### config.mk
export PLATFORM = sky130hd
export DESIGN_NAME = point_cloud_bounding_box_unit
export DESIGN_NICKNAME = d
export VERILOG_FILES = /design/src/sv/pcbb_pkg.sv /design/src/sv/pcbb_front.sv /design/src/sv/pcbb_queue.sv /design/src/sv/pcbb_back.sv /design/src/sv/point_cloud_bounding_box_unit.sv
export VERILOG_INCLUDE_DIRS = /design/src /design/src/sv
export SDC_FILE = /design/constraint.sdc
export NUM_CORES = 2
export LEC_CHECK = 0
export BUFFER_PORTS_ARGS = -buffer_cell sky130_fd_sc_hd__buf_2
export CORE_MARGIN = 5
export CORE_UTILIZATION = 30
export CTS_CLUSTER_DIAMETER = 50
export DETAILED_ROUTE_END_ITERATION = 7
export GPL_ROUTABILITY_DRIVEN = 0
export HOLD_SLACK_MARGIN = 0.05
export PLACE_DENSITY = 0.48
export SYNTH_ARGS = -nofsm -noshare
export SYNTH_HDL_FRONTEND = slang
export SYNTH_SLANG_ARGS = --single-unit
### constraint.sdc
create_clock -name clk -period 12.1 [get_ports clk]
set_input_delay 0.605 -clock clk [delete_from_list [all_inputs] [get_ports clk]]
set_output_delay 0.605 -clock clk [all_outputs]
set_load 0.01 [all_outputs]
### src/sv/assert_macros.svh
// assertion macros shared by the bounding box rtl
`ifndef ASSERT_MACROS_SVH
`define ASSERT_MACROS_SVH

// same-cycle implication, disabled during reset
`define AM_IMPL(lbl, clk, rstn, ante, cons, msg) \
    lbl: assert property (@(posedge clk) disable iff (!rstn) (ante) |-> (cons)) \
        else $error(msg);

// next-cycle implication, disabled during reset
`define AM_NEXT(lbl, clk, rstn, ante, cons, msg) \
    lbl: assert property (@(posedge clk) disable iff (!rstn) (ante) |=> (cons)) \
        else $error(msg);

`endif

### src/sv/pcbb_pkg.sv
// package: constants, codes and types of the point cloud bounding box unit
package pcbb_pkg;

    localparam int COORD_WIDTH_DEF = 32;
    localparam int QUEUE_DEPTH_DEF = 2;
    localparam int NUM_AXES        = 3;
    localparam int IN_WIDTH        = 32;
    localparam int OUT_WIDTH       = 32;
    localparam int HALF_WIDTH      = 31;
    localparam int SQ_WIDTH        = 2 * HALF_WIDTH;
    localparam int SUM_WIDTH       = 64;
    localparam int ROOT_STEPS      = SUM_WIDTH / 2;
    localparam int CNT_WIDTH       = $clog2(ROOT_STEPS);

    localparam logic [SUM_WIDTH-1:0]  MIN_HALF = SUM_WIDTH'(1311);
    localparam logic [SUM_WIDTH-1:0]  HALF_MAX = SUM_WIDTH'(32'h7fff_ffff);

    localparam logic CMD_ACCUM  = 1'b0;
    localparam logic CMD_FINISH = 1'b1;

    localparam logic [1:0] AXIS_X = 2'd0;
    localparam logic [1:0] AXIS_Y = 2'd1;
    localparam logic [1:0] AXIS_Z = 2'd2;

    typedef enum logic [1:0] {
        BK_IDLE,
        BK_SQUARE,
        BK_ROOT,
        BK_EMIT
    } back_state_t;

    typedef struct packed {
        logic full;
        logic empty;
    } qstat_t;

endpackage

### src/sv/pcbb_front.sv
// front end: accepts items, saturates coordinates, tracks running min and max
module pcbb_front
    import pcbb_pkg::*;
#(
    parameter int COORD_WIDTH = COORD_WIDTH_DEF
)
(
    input  logic                          clk,
    input  logic                          rst_n,
    input  logic                          start,
    output logic                          busy,
    input  logic                          cmd,
    input  logic signed [IN_WIDTH-1:0]    coord_x,
    input  logic signed [IN_WIDTH-1:0]    coord_y,
    input  logic signed [IN_WIDTH-1:0]    coord_z,
    input  logic                          is_finite,
    input  qstat_t                        stat,
    output logic                          push,
    output logic [6*COORD_WIDTH:0]        snap
);

    localparam logic signed [63:0] C_MAX = (64'sd1 <<< (COORD_WIDTH - 1)) - 64'sd1;
    localparam logic signed [63:0] C_MIN = -C_MAX - 64'sd1;

    logic signed [COORD_WIDTH-1:0] min_reg  [NUM_AXES];
    logic signed [COORD_WIDTH-1:0] min_next [NUM_AXES];
    logic signed [COORD_WIDTH-1:0] max_reg  [NUM_AXES];
    logic signed [COORD_WIDTH-1:0] max_next [NUM_AXES];
    logic                          seen_reg;
    logic                          seen_next;
    logic signed [IN_WIDTH-1:0]    raw      [NUM_AXES];
    logic signed [COORD_WIDTH-1:0] sat      [NUM_AXES];
    logic signed [63:0]            ext      [NUM_AXES];
    logic                          accept;

    assign busy   = stat.full;
    assign accept = start && !stat.full;
    assign push   = accept && (cmd == CMD_FINISH);

    assign raw[0] = coord_x;
    assign raw[1] = coord_y;
    assign raw[2] = coord_z;

    always_comb
    begin
        for (int a = 0; a < NUM_AXES; a++)
        begin
            ext[a] = 64'(raw[a]);
            if (ext[a] > C_MAX)
            begin
                sat[a] = COORD_WIDTH'(C_MAX);
            end
            else if (ext[a] < C_MIN)
            begin
                sat[a] = COORD_WIDTH'(C_MIN);
            end
            else
            begin
                sat[a] = COORD_WIDTH'(ext[a]);
            end
        end
    end

    always_comb
    begin
        seen_next = seen_reg;
        for (int a = 0; a < NUM_AXES; a++)
        begin
            min_next[a] = min_reg[a];
            max_next[a] = max_reg[a];
        end
        if (push)
        begin
            seen_next = 1'b0;
            for (int a = 0; a < NUM_AXES; a++)
            begin
                min_next[a] = COORD_WIDTH'(C_MAX);
                max_next[a] = COORD_WIDTH'(C_MIN);
            end
        end
        else if (accept && is_finite)
        begin
            seen_next = 1'b1;
            for (int a = 0; a < NUM_AXES; a++)
            begin
                if (sat[a] < min_reg[a])
                begin
                    min_next[a] = sat[a];
                end
                if (sat[a] > max_reg[a])
                begin
                    max_next[a] = sat[a];
                end
            end
        end
    end

    always_ff @(posedge clk or negedge rst_n)
    begin
        if (!rst_n)
        begin
            seen_reg <= 1'b0;
            for (int a = 0; a < NUM_AXES; a++)
            begin
                min_reg[a] <= COORD_WIDTH'(C_MAX);
                max_reg[a] <= COORD_WIDTH'(C_MIN);
            end
        end
        else
        begin
            seen_reg <= seen_next;
            for (int a = 0; a < NUM_AXES; a++)
            begin
                min_reg[a] <= min_next[a];
                max_reg[a] <= max_next[a];
            end
        end
    end

    assign snap = {seen_reg, max_reg[2], max_reg[1], max_reg[0],
                   min_reg[2], min_reg[1], min_reg[0]};

endmodule

### src/sv/pcbb_queue.sv
// short queue of finished box snapshots between front and back
module pcbb_queue
    import pcbb_pkg::*;
#(
    parameter int DATA_WIDTH = 6 * COORD_WIDTH_DEF + 1,
    parameter int DEPTH      = QUEUE_DEPTH_DEF
)
(
    input  logic                  clk,
    input  logic                  rst_n,
    input  logic                  push,
    input  logic [DATA_WIDTH-1:0] wr_data,
    input  logic                  pop,
    output logic [DATA_WIDTH-1:0] rd_data,
    output qstat_t                stat
);

    `include "assert_macros.svh"

    localparam int PTR_W = $clog2(DEPTH);
    localparam int CNT_W = $clog2(DEPTH + 1);

    logic [DATA_WIDTH-1:0] mem_reg [DEPTH];
    logic [PTR_W-1:0]      wr_ptr_reg;
    logic [PTR_W-1:0]      wr_ptr_next;
    logic [PTR_W-1:0]      rd_ptr_reg;
    logic [PTR_W-1:0]      rd_ptr_next;
    logic [CNT_W-1:0]      count_reg;
    logic [CNT_W-1:0]      count_next;

    assign stat.full  = (count_reg == CNT_W'(DEPTH));
    assign stat.empty = (count_reg == '0);
    assign rd_data    = mem_reg[rd_ptr_reg];

    always_comb
    begin
        wr_ptr_next = wr_ptr_reg;
        rd_ptr_next = rd_ptr_reg;
        count_next  = count_reg;
        if (push)
        begin
            wr_ptr_next = (wr_ptr_reg == PTR_W'(DEPTH - 1)) ? '0 : wr_ptr_reg + 1'b1;
        end
        if (pop)
        begin
            rd_ptr_next = (rd_ptr_reg == PTR_W'(DEPTH - 1)) ? '0 : rd_ptr_reg + 1'b1;
        end
        if (push && !pop)
        begin
            count_next = count_reg + 1'b1;
        end
        else if (pop && !push)
        begin
            count_next = count_reg - 1'b1;
        end
    end

    always_ff @(posedge clk or negedge rst_n)
    begin
        if (!rst_n)
        begin
            wr_ptr_reg <= '0;
            rd_ptr_reg <= '0;
            count_reg  <= '0;
        end
        else
        begin
            wr_ptr_reg <= wr_ptr_next;
            rd_ptr_reg <= rd_ptr_next;
            count_reg  <= count_next;
        end
    end

    always_ff @(posedge clk)
    begin
        if (push)
        begin
            mem_reg[wr_ptr_reg] <= wr_data;
        end
    end

    `AM_IMPL(a_no_overflow, clk, rst_n, push, !stat.full, "push into full queue")
    `AM_IMPL(a_no_underflow, clk, rst_n, pop, !stat.empty, "pop from empty queue")

endmodule

### src/sv/pcbb_back.sv
// back end: half extents, squared sum, bit-serial square root and result beats
module pcbb_back
    import pcbb_pkg::*;
#(
    parameter int COORD_WIDTH = COORD_WIDTH_DEF
)
(
    input  logic                          clk,
    input  logic                          rst_n,
    input  logic [6*COORD_WIDTH:0]        snap,
    input  qstat_t                        stat,
    output logic                          pop,
    output logic                          result_strobe,
    output logic [1:0]                    axis,
    output logic signed [OUT_WIDTH-1:0]   low_bound,
    output logic signed [OUT_WIDTH-1:0]   high_bound,
    output logic signed [OUT_WIDTH-1:0]   mid_point,
    output logic [HALF_WIDTH-1:0]         half_extent,
    output logic [OUT_WIDTH-1:0]          radius,
    output logic                          bounds_valid,
    output logic                          last
);

    `include "assert_macros.svh"

    back_state_t state_reg;
    back_state_t state_next;
    logic [CNT_WIDTH-1:0] cnt_reg;
    logic [CNT_WIDTH-1:0] cnt_next;

    logic signed [COORD_WIDTH-1:0] lo_reg   [NUM_AXES];
    logic signed [COORD_WIDTH-1:0] lo_next  [NUM_AXES];
    logic signed [COORD_WIDTH-1:0] hi_reg   [NUM_AXES];
    logic signed [COORD_WIDTH-1:0] hi_next  [NUM_AXES];
    logic [HALF_WIDTH-1:0]         half_reg [NUM_AXES];
    logic [HALF_WIDTH-1:0]         half_next[NUM_AXES];
    logic                          seen_reg;
    logic                          seen_next;
    logic [SQ_WIDTH-1:0]           prod_reg;
    logic [SQ_WIDTH-1:0]           prod_next;
    logic [SUM_WIDTH-1:0]          sum_reg;
    logic [SUM_WIDTH-1:0]          sum_next;
    logic [SUM_WIDTH-1:0]          res_reg;
    logic [SUM_WIDTH-1:0]          res_next;

    logic signed [COORD_WIDTH-1:0] lo_in    [NUM_AXES];
    logic signed [COORD_WIDTH-1:0] hi_in    [NUM_AXES];
    logic signed [COORD_WIDTH:0]   diff     [NUM_AXES];
    logic [COORD_WIDTH-1:0]        half_raw [NUM_AXES];
    logic [SUM_WIDTH-1:0]          half_ext [NUM_AXES];
    logic [HALF_WIDTH-1:0]         half_in  [NUM_AXES];
    logic [HALF_WIDTH-1:0]         sq_sel;
    logic [SUM_WIDTH-1:0]          root_bit;
    logic [SUM_WIDTH-1:0]          trial;
    logic [1:0]                    ax;
    logic signed [COORD_WIDTH:0]   mid_sum;
    logic signed [COORD_WIDTH-1:0] mid_val;
    logic [OUT_WIDTH-1:0]          rad_val;

    // snapshot unpack and half extent per axis
    always_comb
    begin
        for (int a = 0; a < NUM_AXES; a++)
        begin
            lo_in[a]    = snap[a * COORD_WIDTH +: COORD_WIDTH];
            hi_in[a]    = snap[(NUM_AXES + a) * COORD_WIDTH +: COORD_WIDTH];
            diff[a]     = (COORD_WIDTH + 1)'(hi_in[a]) - (COORD_WIDTH + 1)'(lo_in[a]);
            half_raw[a] = diff[a][COORD_WIDTH:1];
            half_ext[a] = SUM_WIDTH'(half_raw[a]);
            if (half_ext[a] < MIN_HALF)
            begin
                half_in[a] = HALF_WIDTH'(MIN_HALF);
            end
            else if (half_ext[a] > HALF_MAX)
            begin
                half_in[a] = HALF_WIDTH'(HALF_MAX);
            end
            else
            begin
                half_in[a] = half_ext[a][HALF_WIDTH-1:0];
            end
        end
    end

    // next state
    always_comb
    begin
        state_next = state_reg;
        unique case (state_reg)
            BK_IDLE:
            begin
                if (!stat.empty)
                begin
                    state_next = snap[6 * COORD_WIDTH] ? BK_SQUARE : BK_EMIT;
                end
            end
            BK_SQUARE:
            begin
                if (cnt_reg == CNT_WIDTH'(NUM_AXES))
                begin
                    state_next = BK_ROOT;
                end
            end
            BK_ROOT:
            begin
                if (cnt_reg == '0)
                begin
                    state_next = BK_EMIT;
                end
            end
            BK_EMIT:
            begin
                if (cnt_reg == CNT_WIDTH'(NUM_AXES - 1))
                begin
                    state_next = BK_IDLE;
                end
            end
            default:
            begin
                state_next = BK_IDLE;
            end
        endcase
    end

    // datapath
    assign sq_sel   = (cnt_reg < CNT_WIDTH'(NUM_AXES)) ? half_reg[cnt_reg[1:0]] : '0;
    assign root_bit = SUM_WIDTH'(1) << {cnt_reg, 1'b0};
    assign trial    = res_reg + root_bit;

    always_comb
    begin
        cnt_next  = cnt_reg;
        seen_next = seen_reg;
        prod_next = prod_reg;
        sum_next  = sum_reg;
        res_next  = res_reg;
        for (int a = 0; a < NUM_AXES; a++)
        begin
            lo_next[a]   = lo_reg[a];
            hi_next[a]   = hi_reg[a];
            half_next[a] = half_reg[a];
        end
        unique case (state_reg)
            BK_IDLE:
            begin
                cnt_next  = '0;
                prod_next = '0;
                sum_next  = '0;
                res_next  = '0;
                if (!stat.empty)
                begin
                    seen_next = snap[6 * COORD_WIDTH];
                    for (int a = 0; a < NUM_AXES; a++)
                    begin
                        lo_next[a]   = lo_in[a];
                        hi_next[a]   = hi_in[a];
                        half_next[a] = half_in[a];
                    end
                end
            end
            BK_SQUARE:
            begin
                prod_next = SQ_WIDTH'(sq_sel) * SQ_WIDTH'(sq_sel);
                sum_next  = sum_reg + SUM_WIDTH'(prod_reg);
                cnt_next  = (cnt_reg == CNT_WIDTH'(NUM_AXES)) ?
                            CNT_WIDTH'(ROOT_STEPS - 1) : cnt_reg + 1'b1;
            end
            BK_ROOT:
            begin
                if (sum_reg >= trial)
                begin
                    sum_next = sum_reg - trial;
                    res_next = (res_reg >> 1) + root_bit;
                end
                else
                begin
                    res_next = res_reg >> 1;
                end
                cnt_next = (cnt_reg == '0) ? '0 : cnt_reg - 1'b1;
            end
            BK_EMIT:
            begin
                cnt_next = (cnt_reg == CNT_WIDTH'(NUM_AXES - 1)) ? '0 : cnt_reg + 1'b1;
            end
            default:
            begin
                cnt_next = '0;
            end
        endcase
    end

    // outputs
    assign ax      = cnt_reg[1:0];
    assign mid_sum = (COORD_WIDTH + 1)'(lo_reg[ax]) + (COORD_WIDTH + 1)'(hi_reg[ax]);
    assign mid_val = mid_sum[COORD_WIDTH:1];
    assign rad_val = (res_reg < MIN_HALF) ? OUT_WIDTH'(MIN_HALF) : res_reg[OUT_WIDTH-1:0];

    always_comb
    begin
        pop           = 1'b0;
        result_strobe = 1'b0;
        axis          = ax;
        low_bound     = '0;
        high_bound    = '0;
        mid_point     = '0;
        half_extent   = '0;
        radius        = '0;
        bounds_valid  = 1'b0;
        last          = 1'b0;
        unique case (state_reg)
            BK_IDLE:
            begin
                pop = !stat.empty;
            end
            BK_SQUARE, BK_ROOT:
            begin
                pop = 1'b0;
            end
            BK_EMIT:
            begin
                result_strobe = 1'b1;
                last          = (ax == AXIS_Z);
                if (seen_reg)
                begin
                    low_bound    = OUT_WIDTH'(lo_reg[ax]);
                    high_bound   = OUT_WIDTH'(hi_reg[ax]);
                    mid_point    = OUT_WIDTH'(mid_val);
                    half_extent  = half_reg[ax];
                    radius       = rad_val;
                    bounds_valid = 1'b1;
                end
            end
            default:
            begin
                pop = 1'b0;
            end
        endcase
    end

    always_ff @(posedge clk or negedge rst_n)
    begin
        if (!rst_n)
        begin
            state_reg <= BK_IDLE;
            cnt_reg   <= '0;
        end
        else
        begin
            state_reg <= state_next;
            cnt_reg   <= cnt_next;
        end
    end

    always_ff @(posedge clk)
    begin
        seen_reg <= seen_next;
        prod_reg <= prod_next;
        sum_reg  <= sum_next;
        res_reg  <= res_next;
        for (int a = 0; a < NUM_AXES; a++)
        begin
            lo_reg[a]   <= lo_next[a];
            hi_reg[a]   <= hi_next[a];
            half_reg[a] <= half_next[a];
        end
    end

    `AM_IMPL(a_strobe_in_emit, clk, rst_n, result_strobe, state_reg == BK_EMIT, "beat outside emit")
    `AM_IMPL(a_last_on_z, clk, rst_n, last, result_strobe && axis == AXIS_Z, "last off z beat")

endmodule

### src/sv/point_cloud_bounding_box_unit.sv
// point cloud bounding box unit: top level joining front, queue and back
// accumulate item: one point per cycle while busy is low, no result
// finish item: x beat follows the squaring steps and the bit-serial root steps,
// then y and z beats on the following cycles; an empty set skips straight to its beats
// busy is high while the snapshot queue is full; the back takes a new box only when idle
// reset clears accumulators, queue pointers and back state; results are not stalled
module point_cloud_bounding_box_unit
    import pcbb_pkg::*;
#(
    parameter int COORD_WIDTH = COORD_WIDTH_DEF,
    parameter int QUEUE_DEPTH = QUEUE_DEPTH_DEF
)
(
    input  logic                          clk,
    input  logic                          rst_n,
    input  logic                          start,
    output logic                          busy,
    input  logic                          cmd,
    input  logic signed [IN_WIDTH-1:0]    coord_x,
    input  logic signed [IN_WIDTH-1:0]    coord_y,
    input  logic signed [IN_WIDTH-1:0]    coord_z,
    input  logic                          is_finite,
    output logic                          result_strobe,
    output logic [1:0]                    axis,
    output logic signed [OUT_WIDTH-1:0]   low_bound,
    output logic signed [OUT_WIDTH-1:0]   high_bound,
    output logic signed [OUT_WIDTH-1:0]   mid_point,
    output logic [HALF_WIDTH-1:0]         half_extent,
    output logic [OUT_WIDTH-1:0]          radius,
    output logic                          bounds_valid,
    output logic                          last
);

    localparam int SNAP_W = 6 * COORD_WIDTH + 1;

    qstat_t            stat;
    logic              push;
    logic              pop;
    logic [SNAP_W-1:0] wr_snap;
    logic [SNAP_W-1:0] rd_snap;

    pcbb_front #(
        .COORD_WIDTH (COORD_WIDTH)
    ) u_front (
        .clk       (clk),
        .rst_n     (rst_n),
        .start     (start),
        .busy      (busy),
        .cmd       (cmd),
        .coord_x   (coord_x),
        .coord_y   (coord_y),
        .coord_z   (coord_z),
        .is_finite (is_finite),
        .stat      (stat),
        .push      (push),
        .snap      (wr_snap)
    );

    pcbb_queue #(
        .DATA_WIDTH (SNAP_W),
        .DEPTH      (QUEUE_DEPTH)
    ) u_queue (
        .clk     (clk),
        .rst_n   (rst_n),
        .push    (push),
        .wr_data (wr_snap),
        .pop     (pop),
        .rd_data (rd_snap),
        .stat    (stat)
    );

    pcbb_back #(
        .COORD_WIDTH (COORD_WIDTH)
    ) u_back (
        .clk           (clk),
        .rst_n         (rst_n),
        .snap          (rd_snap),
        .stat          (stat),
        .pop           (pop),
        .result_strobe (result_strobe),
        .axis          (axis),
        .low_bound     (low_bound),
        .high_bound    (high_bound),
        .mid_point     (mid_point),
        .half_extent   (half_extent),
        .radius        (radius),
        .bounds_valid  (bounds_valid),
        .last          (last)
    );

endmodule
Yosys cells after proc, flatten, opt, wreduce, memory -nomap -nowiden:

Memory sizes are Yosys's and may differ from the RTL's.
Index checks and enable logic that the tools add are counted.

* shift operators: 1
* equal/unequal tests: 14
* $add $sub $neg: 14
* $mul: 1
* reduce and logical (&&, ||, !) cells: 33
* bitwise gates (word level): 1
* mux-type cells: 68
* $lt $le $gt $ge: 21

Operators with widths (count)
* $mux W96: 8
* $mux W32: 21
* $mux W31: 9
* $pmux W64 S3: 1
* $mux W93: 2
* $mux W64: 2
* $pmux W64 S2: 1
* $pmux W62 S2: 1
* $sub A32 B32 Y33: 3
* $gt A32 B31 Y1 const B: 3
* $gt A32 B32 Y1: 3
* $gt A32 B32 Y1 const B: 3
* $lt A32 B11 Y1 const B: 3
* $lt A32 B32 Y1: 3
* $lt A32 B32 Y1 const B: 3
* $add A63 B64 Y64: 1
* $add A64 B62 Y64: 1
* $add A64 B64 Y64: 1
* $ge A64 B64 Y1: 1
* $lt A64 B11 Y1 const B: 1
* $shl A1 B6 Y64 const A: 1
* $sub A64 B64 Y64: 1
* $mul A31 B31 Y62: 1
* $add A32 B32 Y33: 1
* 26 further kinds: 78

* output and inout bits: 165
* register bits after elaboration: 395
* RAM bits: 671
* memories: 4
* input port bits: 101

Memories
* u_queue.mem_reg: depth 2, width 193, rd ports 1, clocked after memory_dff 0, write ports 1, line pcbb_queue.sv:23 `logic [DATA_WIDTH-1:0] mem_reg [DEPTH];`
* u_back.hi_reg: depth 3, width 32, rd ports 1, clocked after memory_dff 0, write ports 3, line pcbb_back.sv:33 `logic signed [COORD_WIDTH-1:0] hi_reg [NUM_AXES];`
* u_back.lo_reg: depth 3, width 32, rd ports 1, clocked after memory_dff 0, write ports 3, line pcbb_back.sv:31 `logic signed [COORD_WIDTH-1:0] lo_reg [NUM_AXES];`
* u_back.half_reg: depth 3, width 31, rd ports 1, clocked after memory_dff 0, write ports 3, line pcbb_back.sv:35 `logic [HALF_WIDTH-1:0] half_reg [NUM_AXES];`

Logic depth before layout (Yosys ltp):

* depth after elaboration: 8
* mapped depth: 39
* depth with buffers taken out: 36

Cells and area by module:

From an unflattened synthesis, not the netlist that was laid out.

* cell total of the unflattened synthesis: 9550
* area total of the unflattened synthesis: 94817.2 µm²

Modules (own cells, without submodules)
* pcbb_back: area an instance 67011.8 µm², cells an instance 7467, seq. area each 14438.8 µm², instances 1
* pcbb_queue: area an instance 14784.2 µm², cells an instance 617, seq. area each 11691.2 µm², instances 1
* pcbb_front: area an instance 13021.2 µm², cells an instance 1466, seq. area each 4949.7 µm², instances 1

Least setup slack after synthesis:

No wires, ideal clock.

* path kind: register to register
* start point: reg u_back.cnt_reg[0]
* end point: reg u_back.sum_reg[0] (enable)
* data arrival time: 10867 ps
* path slack: 726 ps
* setup time: 507 ps
* path buffers: 8
* required time: 11593 ps
* stages on the path, launching flop included: 34
* path through: dfrtp_1 clkbuf_1 buf_1 buf_2 clkbuf_1 clkbuf_1 inv_1 ha_1 nand2_1 inv_1 ha_1 a211oi_1 a211o_1 o21ai_0 a211oi_1 o21ai_0 nand2_1 nand2_1 a31o_2 a31oi_1 xor2_1 ha_1 clkbuf_1 nand4_1 or3_1 nor3_1 nand2_1 o221ai_1 o31a_1 o21ai_0 a221o_1 clkbuf_1 buf_2 a21oi_1

* word-level cells in the longest chain between the ends: 5

Ends and longest elaborated chain
* from (decl): line pcbb_back.sv:28 `logic [CNT_WIDTH-1:0] cnt_reg;`
* from (signal assigned): line pcbb_back.sv:250 `cnt_reg <= cnt_next;`
* $shl A1 B6 Y64: line pcbb_back.sv:127 `assign root_bit = SUM_WIDTH'(1) << {cnt_reg, 1'b0};`
* $add A64 B64 Y64: line pcbb_back.sv:128 `assign trial = res_reg + root_bit;`
* $ge A64 B64 Y1: line pcbb_back.sv:170 `if (sum_reg >= trial)`
* $ne A2 B1 Y1 (no line)
* $reduce_and A2 Y1 (no line)
* to (signal assigned): line pcbb_back.sv:258 `sum_reg <= sum_next;`
* to (decl): line pcbb_back.sv:41 `logic [SUM_WIDTH-1:0] sum_reg;`

No other way between the ends.
A chain may end at the register's enable or synchronous reset.

Worst setup path after layout:

* start point: reg u_back.cnt_reg[0]
* end point: reg u_back.prod_reg[58], data pin

* word-level cells in the longest chain between the ends: 4
* elaborated cells between the ends (all ways): 5
* classes of those cells: mul: 1; order compare: 1; mux: 2; memory: 1

Ends and longest elaborated chain
* $lt A5 B2 Y1 or $mem_v2 Z3 W31 (tied branches)
* $mux W31 (*): line pcbb_back.sv:126 `assign sq_sel = (cnt_reg < CNT_WIDTH'(NUM_AXES)) ? half_reg[cnt_reg[1:0]] : '0;`
* $mul A31 B31 Y62 (*): line pcbb_back.sv:163 `prod_next = SQ_WIDTH'(sq_sel) * SQ_WIDTH'(sq_sel);`
* $pmux W62 S2 (*): line pcbb_back.sv:143 `unique case (state_reg)`
* to (signal assigned): line pcbb_back.sv:257 `prod_reg <= prod_next;`
* to (decl): line pcbb_back.sv:39 `logic [SQ_WIDTH-1:0] prod_reg;`

Every way passes the cells marked *; elsewhere a longest branch is shown, timed or not.

==> results.rst <==
.. list-table::
   :header-rows: 1

   * - Metric
     - Value
   * - Result of the run
     - finished, final reports clean
   * - CTS root buffer
     - sky130_fd_sc_hd__clkbuf_16
   * - Number of clock sinks seen by CTS
     - roughly 1.1k
   * - Path category of the worst min-delay check
     - input pin to flop
   * - Post-detailed-route DRC marker count
     - 0
   * - Clock latency on the worst-skew pair
     - between 0.8 and 0.9 ns
   * - DPL Wire Length
     - 254 mm
   * - DR WL/cell
     - 22.8 um
   * - Fraction of final layout cells sized beyond drive strength 1
     - a little under a tenth
   * - Max Slew Vio Count
     - 0
   * - TritonCTS clock tree
     - built
   * - Worst hold margin
     - 0.114 ns
   * - Critical path fanouts, max
     - 40
   * - CP startpoint kind
     - flop
   * - Number of flops mapped to enable cells by yosys
     - 861
   * - Final Skew
     - about 0.07 ns
   * - Setup repair after global routing missed its margin
     - false
   * - Area of the mapped netlist
     - approximately 0.093 mm^2
   * - Floorplan die area
     - about 0.32 mm^2
   * - Hold endpoint
     - u_front.snap[81]
   * - Number of antenna-violating nets in the routed design
     - 0
   * - Detailed-route wire length
     - roughly 320 mm
   * - Post-route non-filler standard cell count
     - roughly 14k
   * - Fill cell total of the finished layout
     - 31.5k
   * - Vertical die dimension
     - 566 um
   * - Synthesized Nets
     - roughly 11k
   * - Max Cap Violations
     - 0
   * - Total vias in the final route
     - just over 70k
   * - Count of cells resized by post-cts repair
     - 0
   * - Reg-to-reg critical path startpoint
     - u_back.cnt_reg[0]
   * - Maximum clock rate
     - ~90 MHz
   * - Total number of H-tree levels
     - 4
   * - Library cell contributing the largest single delay on the critical path
     - sky130_fd_sc_hd__dfrtp_4
   * - Largest net degree at the start of global routing
     - 78
   * - Depth of the most critical reg-to-reg path
     - 33
   * - Final critical delay including setup and external delays
     - approximately 11 ns
   * - Critical path's top delay family
     - adder cells
   * - Total global-route track usage
     - 19.2%
   * - Total area of multi-input combinational cells
     - ~0.055 mm^2
   * - Number of flip-flops in the largest register
     - 386
   * - Buffers and inverters on the worst path
     - 8
   * - Placeable core area
     - between 0.3 and 0.4 mm^2
   * - Dominant cell by count in the synthesized netlist
     - sky130_fd_sc_hd__inv_1
   * - Synthesis Warnings
     - 0
   * - Primary flip-flop cell chosen by synthesis mapping
     - sky130_fd_sc_hd__edfxtp_1
   * - Sequential cell area
     - between 0.03 and 0.04 mm^2
   * - Most prevalent standard cell on the critical path
     - sky130_fd_sc_hd__fa_1
   * - Relative slew margins
     - about an eighth
   * - Synth top cells by count
     - sky130_fd_sc_hd__inv_1, sky130_fd_sc_hd__edfxtp_1, sky130_fd_sc_hd__nand2_1, sky130_fd_sc_hd__ha_1, sky130_fd_sc_hd__fa_1
   * - Top-area cell type share of the netlist area
     - around 28%
   * - Via/cell ratio
     - 5.09
   * - Die extent in x
     - about 570 um
   * - Launch point of the worst hold path
     - coord_z[17]
   * - Count of placed standard cells including taps
     - 13.5k
   * - Grt ovf
     - 0
   * - Transition at the pin with the smallest max-transition slack
     - 1.30 ns
   * - Number of buffers inserted by port buffering
     - ~270
   * - Post CTS Setup Buffer Count
     - 0
   * - Clock-pin slew on the worst setup and hold paths
     - about 0.05 ns
   * - Depth of the worst hold-timing path
     - 3
   * - Number of different library cells in the post-synthesis netlist
     - 91
   * - Total of endpoints with negative setup slack in the final report
     - 0
   * - Avg Inst Size Synth
     - between 9 and 10 um^2
   * - Relative area change from synthesis to final layout
     - 12.6%
   * - Clock buffer depth
     - 4
   * - Biggest area contributors in the synthesized netlist
     - sky130_fd_sc_hd__edfxtp_1, sky130_fd_sc_hd__fa_1, sky130_fd_sc_hd__ha_1, sky130_fd_sc_hd__inv_1, sky130_fd_sc_hd__nand2_1
   * - Post-route clock period utilization
     - around 92%
   * - Critical setup path kind
     - flop to flop
   * - Reg-to-reg slack, setup
     - ~0.96 ns
   * - I/O pin cnt
     - 266
   * - Endpoint of the most critical register-to-register path
     - u_back.prod_reg[58]
   * - Initial cell density of the core
     - 30.1%
   * - Standard-cell row count
     - approximately 200
   * - Number of cells produced by synthesis
     - about 9.5k
   * - Peak per-stage delay on the critical path
     - around 0.89 ns
   * - Sequential-to-total area share from yosys stat
     - between 30% and 40%
   * - Async set-or-reset flop fraction in the synthesized netlist
     - 19.2%
   * - Data required time at the worst endpoint
     - 12.60 ns
   * - Yosys top cell by area
     - sky130_fd_sc_hd__edfxtp_1
   * - Final-stage net count
     - 11.3k
   * - Number of flip-flops and latches in the synthesized netlist
     - 1065
   * - Final-report hold violation count
     - 0
   * - Vias in the first global route
     - 71.4k
   * - Arrival time reported for the critical path endpoint
     - approximately 12 ns
   * - Antenna violations before repair
     - 25
   * - CTS Buf Count
     - roughly 150
   * - Drt pass-1 iters
     - 8
   * - Wire length of the first global-routing pass
     - between 400 and 500 mm
   * - # hold bufs at CTS
     - 84
   * - Element type at the critical path end
     - flop
   * - Iteration-0 DRC count of the detailed router
     - approximately 6.0k
   * - Sum of negative setup slack
     - 0 ns
-- per-layer routing --
metal  wire length, um  global-route usage, %  vias to the layer above  part of all wire [%]
li1                  -                      -                    32641                     -
met1            136000                   25.5                    35176                    43
met2            150000                   31.9                     2376                    47
met3             22000                   3.66                      410                   7.0
met4              8950                   5.05                       12                   2.8
met5                71                      0                        -                 0.022
-- layout make-up --
cell class,instances,share of cell area (%)
clock inverters,81,0.960
well taps,4120,4.93
multi-input cells,6495,52.3
diodes,13,0.0311
clock buffers,187,3.87
repair buffers,476,3.00
flip-flops and latches,1065,29.7
inverters,1440,5.18
-- metrics by stage --
step	cell area, um^2	worst slack [ns]	util, %
5_1_grt	105000	0.339	33.9
3_3_place_gp	98700	1.38	32.0
3_5_place_dp	98700	1.26	32.0
6_report	105000	0.964	33.9
2_1_floorplan	92900	0.726	-
4_1_cts	105000	1.19	33.9
-- logic make-up after synthesis --
kind of cell	Yosys count	share of synthesized area, %
AO/OA/AOI/OAI	1841	12.7
XOR/XNOR	416	3.92
adder cells (fa/ha/maj)	1541	26.9
buffers and inverters	1919	7.79
flip-flops	1065	33.5
multiplexers	300	3.37
AND/OR/NAND/NOR	2397	11.8
-- worst register-to-register path: cells and delay by family, from the launching register on --
family	cells	cell delay [ns]
adders and majority gates	9	4.35
AOI/OAI and AO/OA	11	3.38
DFF	1	0.89
buffers and inverters	8	0.88
and+or+nand+nor	3	0.72
muxes	1	0.47
xor gates and xnor gates	1	0.17
-- how the worst max path moves through the flow --
stage,start,end,slack [ns],cells past startpoint
final,u_back.cnt_reg[0],u_back.prod_reg[58],0.96,33
after global routing,u_back.cnt_reg[0],u_back.prod_reg[58],0.34,33
after CTS,u_back.cnt_reg[0],u_back.prod_reg[58],1.19,33
after detailed placement,u_back.cnt_reg[0],u_back.prod_reg[58],1.26,33
after global placement,u_back.cnt_reg[0],u_back.prod_reg[57],1.38,38
after floorplan,u_back.cnt_reg[0],u_back.sum_reg[0],0.73,33
-- cells in the final DEF, fill, tap and decap left out, types with 96 or more instances in the layout --
| master | synthesis | routed |
|---|---|---|
| sky130_fd_sc_hd__dfstp_2 | 96 | 96 |
| sky130_fd_sc_hd__clkbuf_16 | 0 | 155 |
| sky130_fd_sc_hd__nand4_1 | 131 | 131 |
| sky130_fd_sc_hd__nor2_1 | 670 | 667 |
| sky130_fd_sc_hd__nand2_1 | 813 | 809 |
| sky130_fd_sc_hd__fa_1 | 765 | 765 |
| sky130_fd_sc_hd__xor2_1 | 205 | 205 |
| sky130_fd_sc_hd__ha_1 | 776 | 775 |
| sky130_fd_sc_hd__edfxtp_1 | 861 | 861 |
| sky130_fd_sc_hd__and2_1 | 99 | 98 |
| sky130_fd_sc_hd__nor3_1 | 144 | 143 |
| sky130_fd_sc_hd__xnor2_1 | 211 | 211 |
| sky130_fd_sc_hd__mux2_2 | 103 | 103 |
| sky130_fd_sc_hd__buf_2 | 9 | 264 |
| sky130_fd_sc_hd__dfrtp_1 | 108 | 105 |
| sky130_fd_sc_hd__o21ai_0 | 389 | 380 |
| sky130_fd_sc_hd__inv_1 | 1434 | 1431 |
| sky130_fd_sc_hd__a21oi_1 | 437 | 435 |
| sky130_fd_sc_hd__a21o_1 | 208 | 207 |
| sky130_fd_sc_hd__buf_4 | 4 | 125 |
| sky130_fd_sc_hd__a31oi_1 | 156 | 156 |
| sky130_fd_sc_hd__nand3_1 | 196 | 195 |
| sky130_fd_sc_hd__mux2i_1 | 197 | 194 |
Power is not shown: default switching activity piles up to over one toggle a cycle in this logic, so the estimate is an artifact.
